### src/fsos_pkg.sv
`default_nettype none

package fsos_pkg;

  localparam int unsigned OfferWordWidth = 32;
  localparam int unsigned PositionWidth  = 3;
  localparam int unsigned VoltageWidth   = 16;
  localparam int unsigned CurrentWidth   = 14;
  localparam int unsigned FieldWidth     = 10;

  // Power data object layout
  localparam int unsigned TypeMsb        = 31;
  localparam int unsigned TypeLsb        = 30;
  localparam int unsigned DualRoleBit    = 29;
  localparam int unsigned UsbCommsBit    = 26;
  localparam int unsigned VoltageLsb     = 10;
  localparam int unsigned CurrentLsb     = 0;

  localparam logic [1:0] PdoTypeFixed = 2'b00;

  localparam logic [VoltageWidth-1:0] MvPerStep    = 16'd50;
  localparam logic [CurrentWidth-1:0] MaPerStep    = 14'd10;
  localparam logic [VoltageWidth-1:0] LimitResetMv = 16'd20000;

  typedef struct packed {
    logic [OfferWordWidth-1:0] offer_word;
    logic                      last_offer;
  } offer_req_t;

  typedef struct packed {
    logic [PositionWidth-1:0] chosen_position;
    logic [VoltageWidth-1:0]  chosen_voltage_mv;
    logic [CurrentWidth-1:0]  chosen_current_ma;
    logic                     chosen_dual_role;
    logic                     chosen_usb_comms;
  } chosen_rsp_t;

endpackage

`default_nettype wire

### src/fixed_supply_offer_selector_unit.sv
`default_nettype none

// Picks the best fixed-supply power data object from a source capabilities list fed one
// object per request, the last one marked. An object counts only if its type is fixed
// supply, its voltage is non-zero and not above the voltage limit register; among those,
// the highest voltage wins, then the higher current, then the earlier position. The last
// request yields one response with the 1-based position (0 and all-zero fields if nothing
// qualified) and the list state clears for the next list. Objects past MAX_OFFERS are
// ignored. One request is taken every cycle unless a last one waits on a full result; a
// response goes via the input register, then the result register, which lets the next
// list proceed while a response waits. Write the limit only while no list is in flight.
module fixed_supply_offer_selector_unit #(
  parameter int unsigned MAX_OFFERS = 7
) (
  input  wire                          clk_i,
  input  wire                          rst_ni,
  input  wire                          cfg_we_i,
  input  wire [15:0]                   cfg_wdata_i,
  input  wire                          req_valid_i,
  output logic                         req_ready_o,
  input  wire fsos_pkg::offer_req_t    req_i,
  output logic                         rsp_valid_o,
  input  wire                          rsp_ready_i,
  output fsos_pkg::chosen_rsp_t        rsp_o
);
  import fsos_pkg::*;

  localparam logic [PositionWidth-1:0] MaxCount = PositionWidth'(MAX_OFFERS);

  logic [VoltageWidth-1:0]  limit_q;

  offer_req_t               req_q;
  logic                     req_valid_q;

  logic [PositionWidth-1:0] offer_index_q, offer_index_d;
  logic [PositionWidth-1:0] best_index_q, best_index_d;
  logic [VoltageWidth-1:0]  best_voltage_q, best_voltage_d;
  logic [CurrentWidth-1:0]  best_current_q, best_current_d;
  logic [1:0]               best_flags_q, best_flags_d;

  chosen_rsp_t              rsp_q, rsp_d;
  logic                     rsp_valid_q, rsp_valid_d;

  logic                     advance;
  logic                     counted;
  logic [PositionWidth-1:0] position;
  logic [VoltageWidth-1:0]  volt;
  logic [CurrentWidth-1:0]  curr;
  logic                     qualifies;
  logic                     take;
  logic [PositionWidth-1:0] new_index;
  logic [VoltageWidth-1:0]  new_voltage;
  logic [CurrentWidth-1:0]  new_current;
  logic [1:0]               new_flags;

  // A held request moves on unless it is a last one and the result register is still full
  assign advance     = req_valid_q && (!req_q.last_offer || !rsp_valid_q || rsp_ready_i);
  assign req_ready_o = !req_valid_q || advance;

  always_ff @(posedge clk_i or negedge rst_ni) begin
    if (!rst_ni) begin
      limit_q <= LimitResetMv;
    end else if (cfg_we_i) begin
      limit_q <= cfg_wdata_i;
    end
  end

  always_ff @(posedge clk_i or negedge rst_ni) begin
    if (!rst_ni) begin
      req_valid_q <= 1'b0;
    end else if (req_ready_o) begin
      req_valid_q <= req_valid_i;
    end
  end

  always_ff @(posedge clk_i) begin
    if (req_valid_i && req_ready_o) begin
      req_q <= req_i;
    end
  end

  // Evaluate the held object against the best so far
  always_comb begin
    counted  = offer_index_q < MaxCount;
    position = offer_index_q + PositionWidth'(1);
    volt     = VoltageWidth'(req_q.offer_word[VoltageLsb +: FieldWidth]) * MvPerStep;
    curr     = CurrentWidth'(req_q.offer_word[CurrentLsb +: FieldWidth]) * MaPerStep;
    qualifies = counted && (req_q.offer_word[TypeMsb:TypeLsb] == PdoTypeFixed) &&
                (volt != '0) && (volt <= limit_q);
    take = qualifies && ((best_index_q == '0) || (volt > best_voltage_q) ||
                         ((volt == best_voltage_q) && (curr > best_current_q)));

    new_index   = take ? position : best_index_q;
    new_voltage = take ? volt : best_voltage_q;
    new_current = take ? curr : best_current_q;
    new_flags   = take ? {req_q.offer_word[DualRoleBit], req_q.offer_word[UsbCommsBit]}
                       : best_flags_q;

    offer_index_d  = offer_index_q;
    best_index_d   = best_index_q;
    best_voltage_d = best_voltage_q;
    best_current_d = best_current_q;
    best_flags_d   = best_flags_q;
    rsp_d          = rsp_q;
    rsp_valid_d    = rsp_valid_q && !rsp_ready_i;

    if (advance) begin
      if (req_q.last_offer) begin
        rsp_d.chosen_position   = new_index;
        rsp_d.chosen_voltage_mv = new_voltage;
        rsp_d.chosen_current_ma = new_current;
        rsp_d.chosen_dual_role  = new_flags[1];
        rsp_d.chosen_usb_comms  = new_flags[0];
        rsp_valid_d    = 1'b1;
        // Drop the list state ready for the next list
        offer_index_d  = '0;
        best_index_d   = '0;
        best_voltage_d = '0;
        best_current_d = '0;
        best_flags_d   = '0;
      end else begin
        offer_index_d  = counted ? position : offer_index_q;
        best_index_d   = new_index;
        best_voltage_d = new_voltage;
        best_current_d = new_current;
        best_flags_d   = new_flags;
      end
    end
  end

  always_ff @(posedge clk_i or negedge rst_ni) begin
    if (!rst_ni) begin
      offer_index_q  <= '0;
      best_index_q   <= '0;
      best_voltage_q <= '0;
      best_current_q <= '0;
      best_flags_q   <= '0;
      rsp_valid_q    <= 1'b0;
    end else begin
      offer_index_q  <= offer_index_d;
      best_index_q   <= best_index_d;
      best_voltage_q <= best_voltage_d;
      best_current_q <= best_current_d;
      best_flags_q   <= best_flags_d;
      rsp_valid_q    <= rsp_valid_d;
    end
  end

  always_ff @(posedge clk_i) begin
    rsp_q <= rsp_d;
  end

  assign rsp_valid_o = rsp_valid_q;
  assign rsp_o       = rsp_q;

  a_count_bounded: assert property (@(posedge clk_i) disable iff (!rst_ni)
    offer_index_q <= MaxCount)
    else $error("offer count past maximum");

  a_best_within_count: assert property (@(posedge clk_i) disable iff (!rst_ni)
    best_index_q <= offer_index_q)
    else $error("best position beyond objects seen");

  a_empty_best_clear: assert property (@(posedge clk_i) disable iff (!rst_ni)
    (best_index_q == '0) |-> (best_voltage_q == '0 && best_current_q == '0 &&
                              best_flags_q == '0))
    else $error("best object state set with no position");

  a_last_clears: assert property (@(posedge clk_i) disable iff (!rst_ni)
    (advance && req_q.last_offer) |=> (rsp_valid_o && offer_index_q == '0 &&
                                       best_index_q == '0))
    else $error("last request did not yield a response and clear");

  a_none_zero: assert property (@(posedge clk_i) disable iff (!rst_ni)
    (rsp_valid_o && rsp_o.chosen_position == '0) |->
      (rsp_o.chosen_voltage_mv == '0 && rsp_o.chosen_current_ma == '0))
    else $error("empty response carries non-zero fields");

endmodule

`default_nettype wire
### config.mk
export PLATFORM = sky130hd
export DESIGN_NAME = fixed_supply_offer_selector_unit
export DESIGN_NICKNAME = d
export VERILOG_FILES = /design/src/fsos_pkg.sv /design/src/fixed_supply_offer_selector_unit.sv
export SDC_FILE = /design/constraint.sdc
export NUM_CORES = 1
export LEC_CHECK = 0
export ABC_AREA = 1
export BUFFER_PORTS_ARGS = -buffer_cell sky130_fd_sc_hd__buf_4
export CORE_MARGIN = 5
export CORE_UTILIZATION = 45
export CTS_CLUSTER_DIAMETER = 80
export DETAILED_ROUTE_END_ITERATION = 10
export GPL_TIMING_DRIVEN = 0
export HOLD_SLACK_MARGIN = 0.15
export MAX_ROUTING_LAYER = met4
export SETUP_SLACK_MARGIN = 0.3
export SYNTH_ARGS = -nofsm -noshare
export SYNTH_HDL_FRONTEND = slang
export SYNTH_SLANG_ARGS = --single-unit
### constraint.sdc
create_clock -name clk_i -period 5.8 [get_ports clk_i]
set_input_delay 0.58 -clock clk_i [delete_from_list [all_inputs] [get_ports clk_i]]
set_output_delay 0.58 -clock clk_i [all_outputs]
set_load 0.02 [all_outputs]
==> flow_summary.ini, run 1 <==
[setup_path]
cp_max_fo = 10
crit_type = register to register
critPathMaxStageDelay_ns = 0.54
crit_path_start_kind = register
end_kind = register
r2r.worst_path.cells = 21
critical-path-slowest-cell = edfxtp_1
cp_common_cell = nand2_1
path_depth = 21
critPathArrivalTime_ns = 5.15
cpLargestDelayFamily = adder cells
cp_data_required_time_ns = 5.97
crit_path_cell_trace = ha_1 -> ha_1 -> fa_1 -> ha_1 -> nand2_1 -> nand2_1 -> nand2_1 -> nand2_1 -> nand2_1 -> nand3_1 -> nand2_1 -> and2_1 -> inv_1 -> ha_1 -> nand2_1 -> nor3_1 -> nand3b_1 -> a21oi_2 -> buf_2 -> nand4_1 -> and2_1
critPathBufInv = 2

[power_and_ir_drop]
power_density_nw_per_um2 = 373.7
peakVddDrop_uv = 239.3
p_leak_nw = 4.640

[timing]
hold_viol_final = 0
grt_setup_unrepaired = no
max_freq_mhz = 200.6
setup_viol = 0
worstMarginPinSlew_ns = 0.9535
holdWs_ns = 0.2135
setup-tns-final_ns = 0
max_slew_margin_pct = 36.36
min_period_ns = 4.986
drv_slew = 0
finClkSkew_ns = 0.01503
fin_crit_sh_pct = 85.97

[global_routing]
grt_pass1_wl_mm = 27.20
track_usage_pct = 18.11
antenna_found_initial = 0
grt_pass1_vias = 5573
grt_max_degree = 57
grt_remaining_overflow = 0

[clocking]
path_clk_slew_ns = 0.06
hold_buffers = 0
root_buffer = clkbuf_16
cts.sinks = 116
cts_buffer_depth = 2
cts_setup_buffers = 0
htreeDepth = 4
clock_latency_ns = 0.43
tritoncts = yes
cts.repair.resized = 0
cts_inserted_buffers = 17

[placement]
hpwl_mm = 12.49
gp_congestion = 0.8158
dpl_cell_area_um2 = 8396
port_buffers = 82

[synthesis]
yosys.area.top_type_share_pct = 24.10
yosysWarnings = 0
synth_common_cells = nand2_1 (226), inv_1 (140), ha_1 (95), edfxtp_1 (60), nand3_1 (58)
seq_area_frac_synth_pct = 42.92
yosysMostFrequentCell = nand2_1
ys_seq_elements = 116
netlist_instances = 866
synth_edf_count = 60
synthTopCellsByArea = edfxtp_1 (24%), dfrtp_1 (17%), ha_1 (16%), nand2_1 (11%), inv_1 (7.0%)
async_reset_ff_share_pct = 48.28
syn_area_um2 = 7477
yosysUniqueCellTypes = 31
yosysTopAreaCell = edfxtp_1
syn_nets = 1021
ys.flop_type = edfxtp_1
postSynthAreaPerCell_um2 = 8.634

[floorplan]
pin_count = 91
chipHeight_um = 138.9
die_w_um = 138.9
fp-row-count = 47
core_area_um2 = 16470
dieArea_um2 = 19290
start_util_pct = 45.41

[detailed_routing]
routed_wl_mm = 16.38
vias = 5775
via_per_inst = 4.808
final_antenna_net_count = 0
drt-pass1-iter-count = 6
drt_iter0_markers = 359
wire_per_inst_um = 13.64
drc_errors = 0

[cells_and_area]
finalNetCount = 1123
stdcell_area_um2 = 8996
layout-drive-gt1-share_pct = 15.49
antennaDiodeCount = 0
areaGrowthSynthToFinish_pct = 20.31

[status]
run_status = complete, no violations

[min_path]
hold_class = input pin to async pin

[job]
max_cap_violations = 0
-- metal layers --
metal  track usage, %  wire (µm)
met4            5.613         91
met3            3.897        823
met2            27.18       7363
met1            24.70       8105
met5                -          0
-- flip-flops by register name (all words and copies together), names as in the netlist --
signal	flops
rsp_o	35
req_q	25
best_voltage_q	16
limit_q	16
best_current_q	14
best_index_q	3
offer_index_q	3
best_flags_q	2
req_valid_q	1
rsp_valid_o	1
-- cell type report --
type	count	area (µm²)
Timing Repair Buffer	83	643.1
Clock inverter	11	160.2
Sequential cell	116	3209
Fill cell	1577	7470
Clock buffer	21	440.4
Inverter	140	525.5
Multi-Input combinational cell	588	3618
Tap cell	220	275.3
Buffer	22	123.9
-- path summary, 6_finish.rpt --
| path | from | end | slack [ns] |
|---|---|---|---|
| min reg2reg | best_voltage_q[2] | best_voltage_q[2] | 0.48 |
| max in group asynchronous | rst_ni | best_current_q[5] | 5.06 |
| max | req_q[13] | rsp_o[22] | 0.81 |
| min | rst_ni | limit_q[4] | 0.21 |
| min in group clk_i | req_i[19] | req_q[19] | 0.32 |
| max reg2reg | req_q[13] | rsp_o[22] | 0.81 |
-- cell usage in the layout, fill, tap and decap left out, types with 5 or more instances in the layout --
cell type	synthesis	routed
nand2_1	226	226
dfrtp_1	51	51
xor2_1	5	5
a21oi_1	30	30
dfstp_2	5	5
nand4_1	41	41
fa_1	6	6
inv_1	140	140
nor2_1	29	29
edfxtp_1	60	60
and2_1	34	34
ha_1	95	95
o21ai_0	24	24
nand3_1	58	58
clkbuf_1	10	14
buf_4	0	82
clkbuf_16	0	17
buf_2	9	9
nand2_2	20	20
-- per-stage QoR --
step / setup WS, ns / total power, W / utilization (%) / cells
floorplan: 1.647 / 0.001962 / - / 866
global placement: 0.9011 / 0.002278 / 50.82 / 1168
detailed placement: 0.8256 / 0.002296 / 50.99 / 1169
CTS: 0.8041 / 0.003394 / 54.64 / 1201
global route: 0.4539 / 0.003624 / 54.64 / 1201
finish: 0.8139 / 0.003362 / 54.64 / 1201
-- kinds of logic (layout without fill, tap and decap cells) --
family	Yosys count	count (layout)	synth area share, %
buffers and inverters	162	277	8.685
XOR/XNOR	8	8	0.9371
AO/OA/AOI/OAI	60	60	4.200
AND/OR/NAND/NOR	419	419	25.75
adder cells (fa/ha/maj)	101	101	17.50
flip-flops	116	116	42.92
-- power breakdown --
| group | switching, W | internal [W] | leakage [nW] | total [W] |
|---|---|---|---|---|
| clock | 0.000372 | 0.000713 | 0.292 | 0.00108 |
| sequential | 0.0000582 | 0.00102 | 1.30 | 0.00107 |
| combinational | 0.000736 | 0.000467 | 3.04 | 0.00120 |
| total | 0.00117 | 0.00220 | 4.64 | 0.00336 |
No activity file was read; power rests on OpenSTA's default activity.
==> run 2: changes to the inputs <==
PLACE_DENSITY = 0.67   (was not set)
clock period = 4.52 ns   (was 5.8 ns; I/O delays follow)
==> run 2 against run 1 <==
Against the previous run: global-route usage rose by 1.3 points; cell area rose by 12%; cell count rose by 3.6%; hold slack got worse by 0.010 ns; clock power rose by 30%; non-clock buffer count rose by 43; power rose by 46%; die area did not move; register-to-register slack got worse by 0.63 ns; combinational power rose by 76%; highest routed layer unchanged.
==> flow_summary.ini, run 2 (synthesized netlist as in run 1, its figures left out) <==
[min_path]
hold_class = input pin to register

[detailed_routing]
routed_wl_mm = 17.90
drt-pass1-iter-count = 7
final_antenna_net_count = 0
drc_errors = 0
drt_iter0_markers = 385
vias = 6155
via_per_inst = 4.948
wire_per_inst_um = 14.39

[cells_and_area]
multi_input_area_um2 = 4212
areaGrowthSynthToFinish_pct = 34.61
layout-drive-gt1-share_pct = 29.00
finalNetCount = 1166
antennaDiodeCount = 0
ff_latch_area_um2 = 3209
largest_reg_flops = 35
final_cell_mix = nand2_1 (195), inv_1 (134), buf_4 (120), ha_1 (70), edfxtp_1 (60)
layout_commonest_cell = nand2_1
num-fill-cells = 1393
final_core_util_pct = 61.12

[setup_path]
end_kind = register
crit_path_end = rsp_o[22]
crit_path_cell_trace = ha_4 -> ha_4 -> fa_1 -> ha_4 -> nand2_4 -> nand2_2 -> nand2_2 -> nand3_2 -> nand2_2 -> nand2_1 -> nand2_2 -> nand2_4 -> ha_4 -> nand2_4 -> nor3_4 -> nand3b_1 -> a21oi_4 -> buf_12 -> nand3_4 -> buf_12 -> buf_12 -> nand2_2 -> and2_4
critical-path-slowest-cell = fa_1
crit_type = register to register
cp_max_fo = 6
rr_endpoint = rsp_o[22]
cp_data_required_time_ns = 4.81
crit_start = req_q[14]
rrSetupSlack_ns = 0.18
critPathArrivalTime_ns = 4.62
timing.rr.start = req_q[14]
critPathMaxStageDelay_ns = 0.58
r2r.worst_path.cells = 23
crit_path_start_kind = register
cp_common_cell = nand2_2

[power_and_ir_drop]
p_leak_nw = 4.990
p_clk_share_pct = 28.6
p_int_w = 0.003185
p_seq_share_pct = 28.1
sw_frac_of_total_pct = 34.89
peakVddDrop_uv = 312.4
combPwrFrac_pct = 43.2
power_density_nw_per_um2 = 486.1
p_sw_w = 0.001707

[placement]
gp_congestion = 0.8442
port_buffers = 82
hpwl_mm = 12.18

[job]
max_cap_violations = 0

[timing]
drv_slew = 0
max_freq_mhz = 230.7
setup_viol = 0
fin_crit_sh_pct = 95.91
grt_setup_unrepaired = yes
setup-tns-final_ns = 0
min_period_ns = 4.335
worstMarginPinSlew_ns = 1.005
hold_viol_final = 0
max_slew_margin_pct = 32.96
finClkSkew_ns = 0.007735

[clocking]
htreeDepth = 4
path_clk_slew_ns = 0.05
cts.sinks = 116
clock_latency_ns = 0.42
cts_buffer_depth = 2
root_buffer = clkbuf_16
cts_inserted_buffers = 17
tritoncts = yes

[floorplan]
pin_count = 91
dieArea_um2 = 19290
chipHeight_um = 138.9
fp-row-count = 47
core_area_um2 = 16470
start_util_pct = 45.41
die_w_um = 138.9

[global_routing]
grt_pass1_vias = 6178
antenna_found_initial = 0
track_usage_pct = 19.43
grt_pass1_wl_mm = 29.56
grt_max_degree = 57
grt_remaining_overflow = 0

[status]
run_status = complete, no violations
==> run 2: worst min-delay path by stage <==
stage,depth (start not counted),end,startpoint
after global placement,2,best_voltage_q[9],best_voltage_q[9]
after floorplan,0,best_current_q[0],rst_ni
after detailed placement,2,best_voltage_q[4],best_voltage_q[4]
after CTS,1,req_q[13],req_i[13]
after global routing,1,req_q[32],req_i[32]
final,1,req_q[6],req_i[6]
==> run 2: worst max-delay path, delay by kind of cell, from the launching register on <==
family          cells  cell delay, ns
compound gates      1            0.22
fa+ha+maj           5            1.65
buf+inv             3            0.44
flops               1            0.49
simple gates       14            1.38
==> run 2: what timing repair did <==
action / in CTS / in global routing
pin swaps: 36 / 43
hold buffers: 1 / 0
cloned: 4 / 0
endpoints found under the setup margin: 70 / 70
buffers inserted: 33 / 5
resized for setup: 68 / 70
endpoints found under the hold margin: 51 / 0
==> run 2: cell type report <==
cell class | count | share of cell area, %
Timing Repair Buffer | 126 | 10.59
Buffer | 22 | 1.653
Sequential cell | 116 | 31.89
Clock buffer | 22 | 4.513
Clock inverter | 10 | 1.554
Multi-Input combinational cell | 588 | 41.84
Inverter | 140 | 5.221
Tap cell | 220 | 2.735
==> run 2: layer usage <==
layer / GRT usage, % / vias to the layer above / part of all wire (%)
li1: - / 3130 / -
met1: 25.82 / 2862 / 46
met2: 29.94 / 134 / 47
met3: 3.862 / 29 / 4.9
met4: 6.591 / 0 / 2.1
met5: - / - / 0
==> run 2: metrics by stage <==
| stage | cells | hold WS [ns] | setup slack [ns] | power [W] | area, µm² |
|---|---|---|---|---|---|
| after floorplan | 866 | 0.1564 | 0.3665 | 0.002518 | 7477 |
| after global placement | 1168 | 0.4614 | -0.3518 | 0.002910 | 8368 |
| after detailed placement | 1169 | 0.4653 | -0.3552 | 0.002945 | 8396 |
| after CTS | 1239 | 0.1917 | 0.2559 | 0.004696 | 9683 |
| after global routing | 1244 | 0.1928 | 0.006621 | 0.005229 | 10060 |
| final | 1244 | 0.2031 | 0.1847 | 0.004893 | 10060 |
==> run 2: power by group through the flow <==
stage	logic [W]	clock network (W)	registers, W
after floorplan	0.00109	0	0.00143
after global placement	0.00152	0	0.00139
after detailed placement	0.00155	0	0.00139
after CTS	0.00190	0.00142	0.00137
after global routing	0.00237	0.00147	0.00139
final	0.00211	0.00140	0.00138
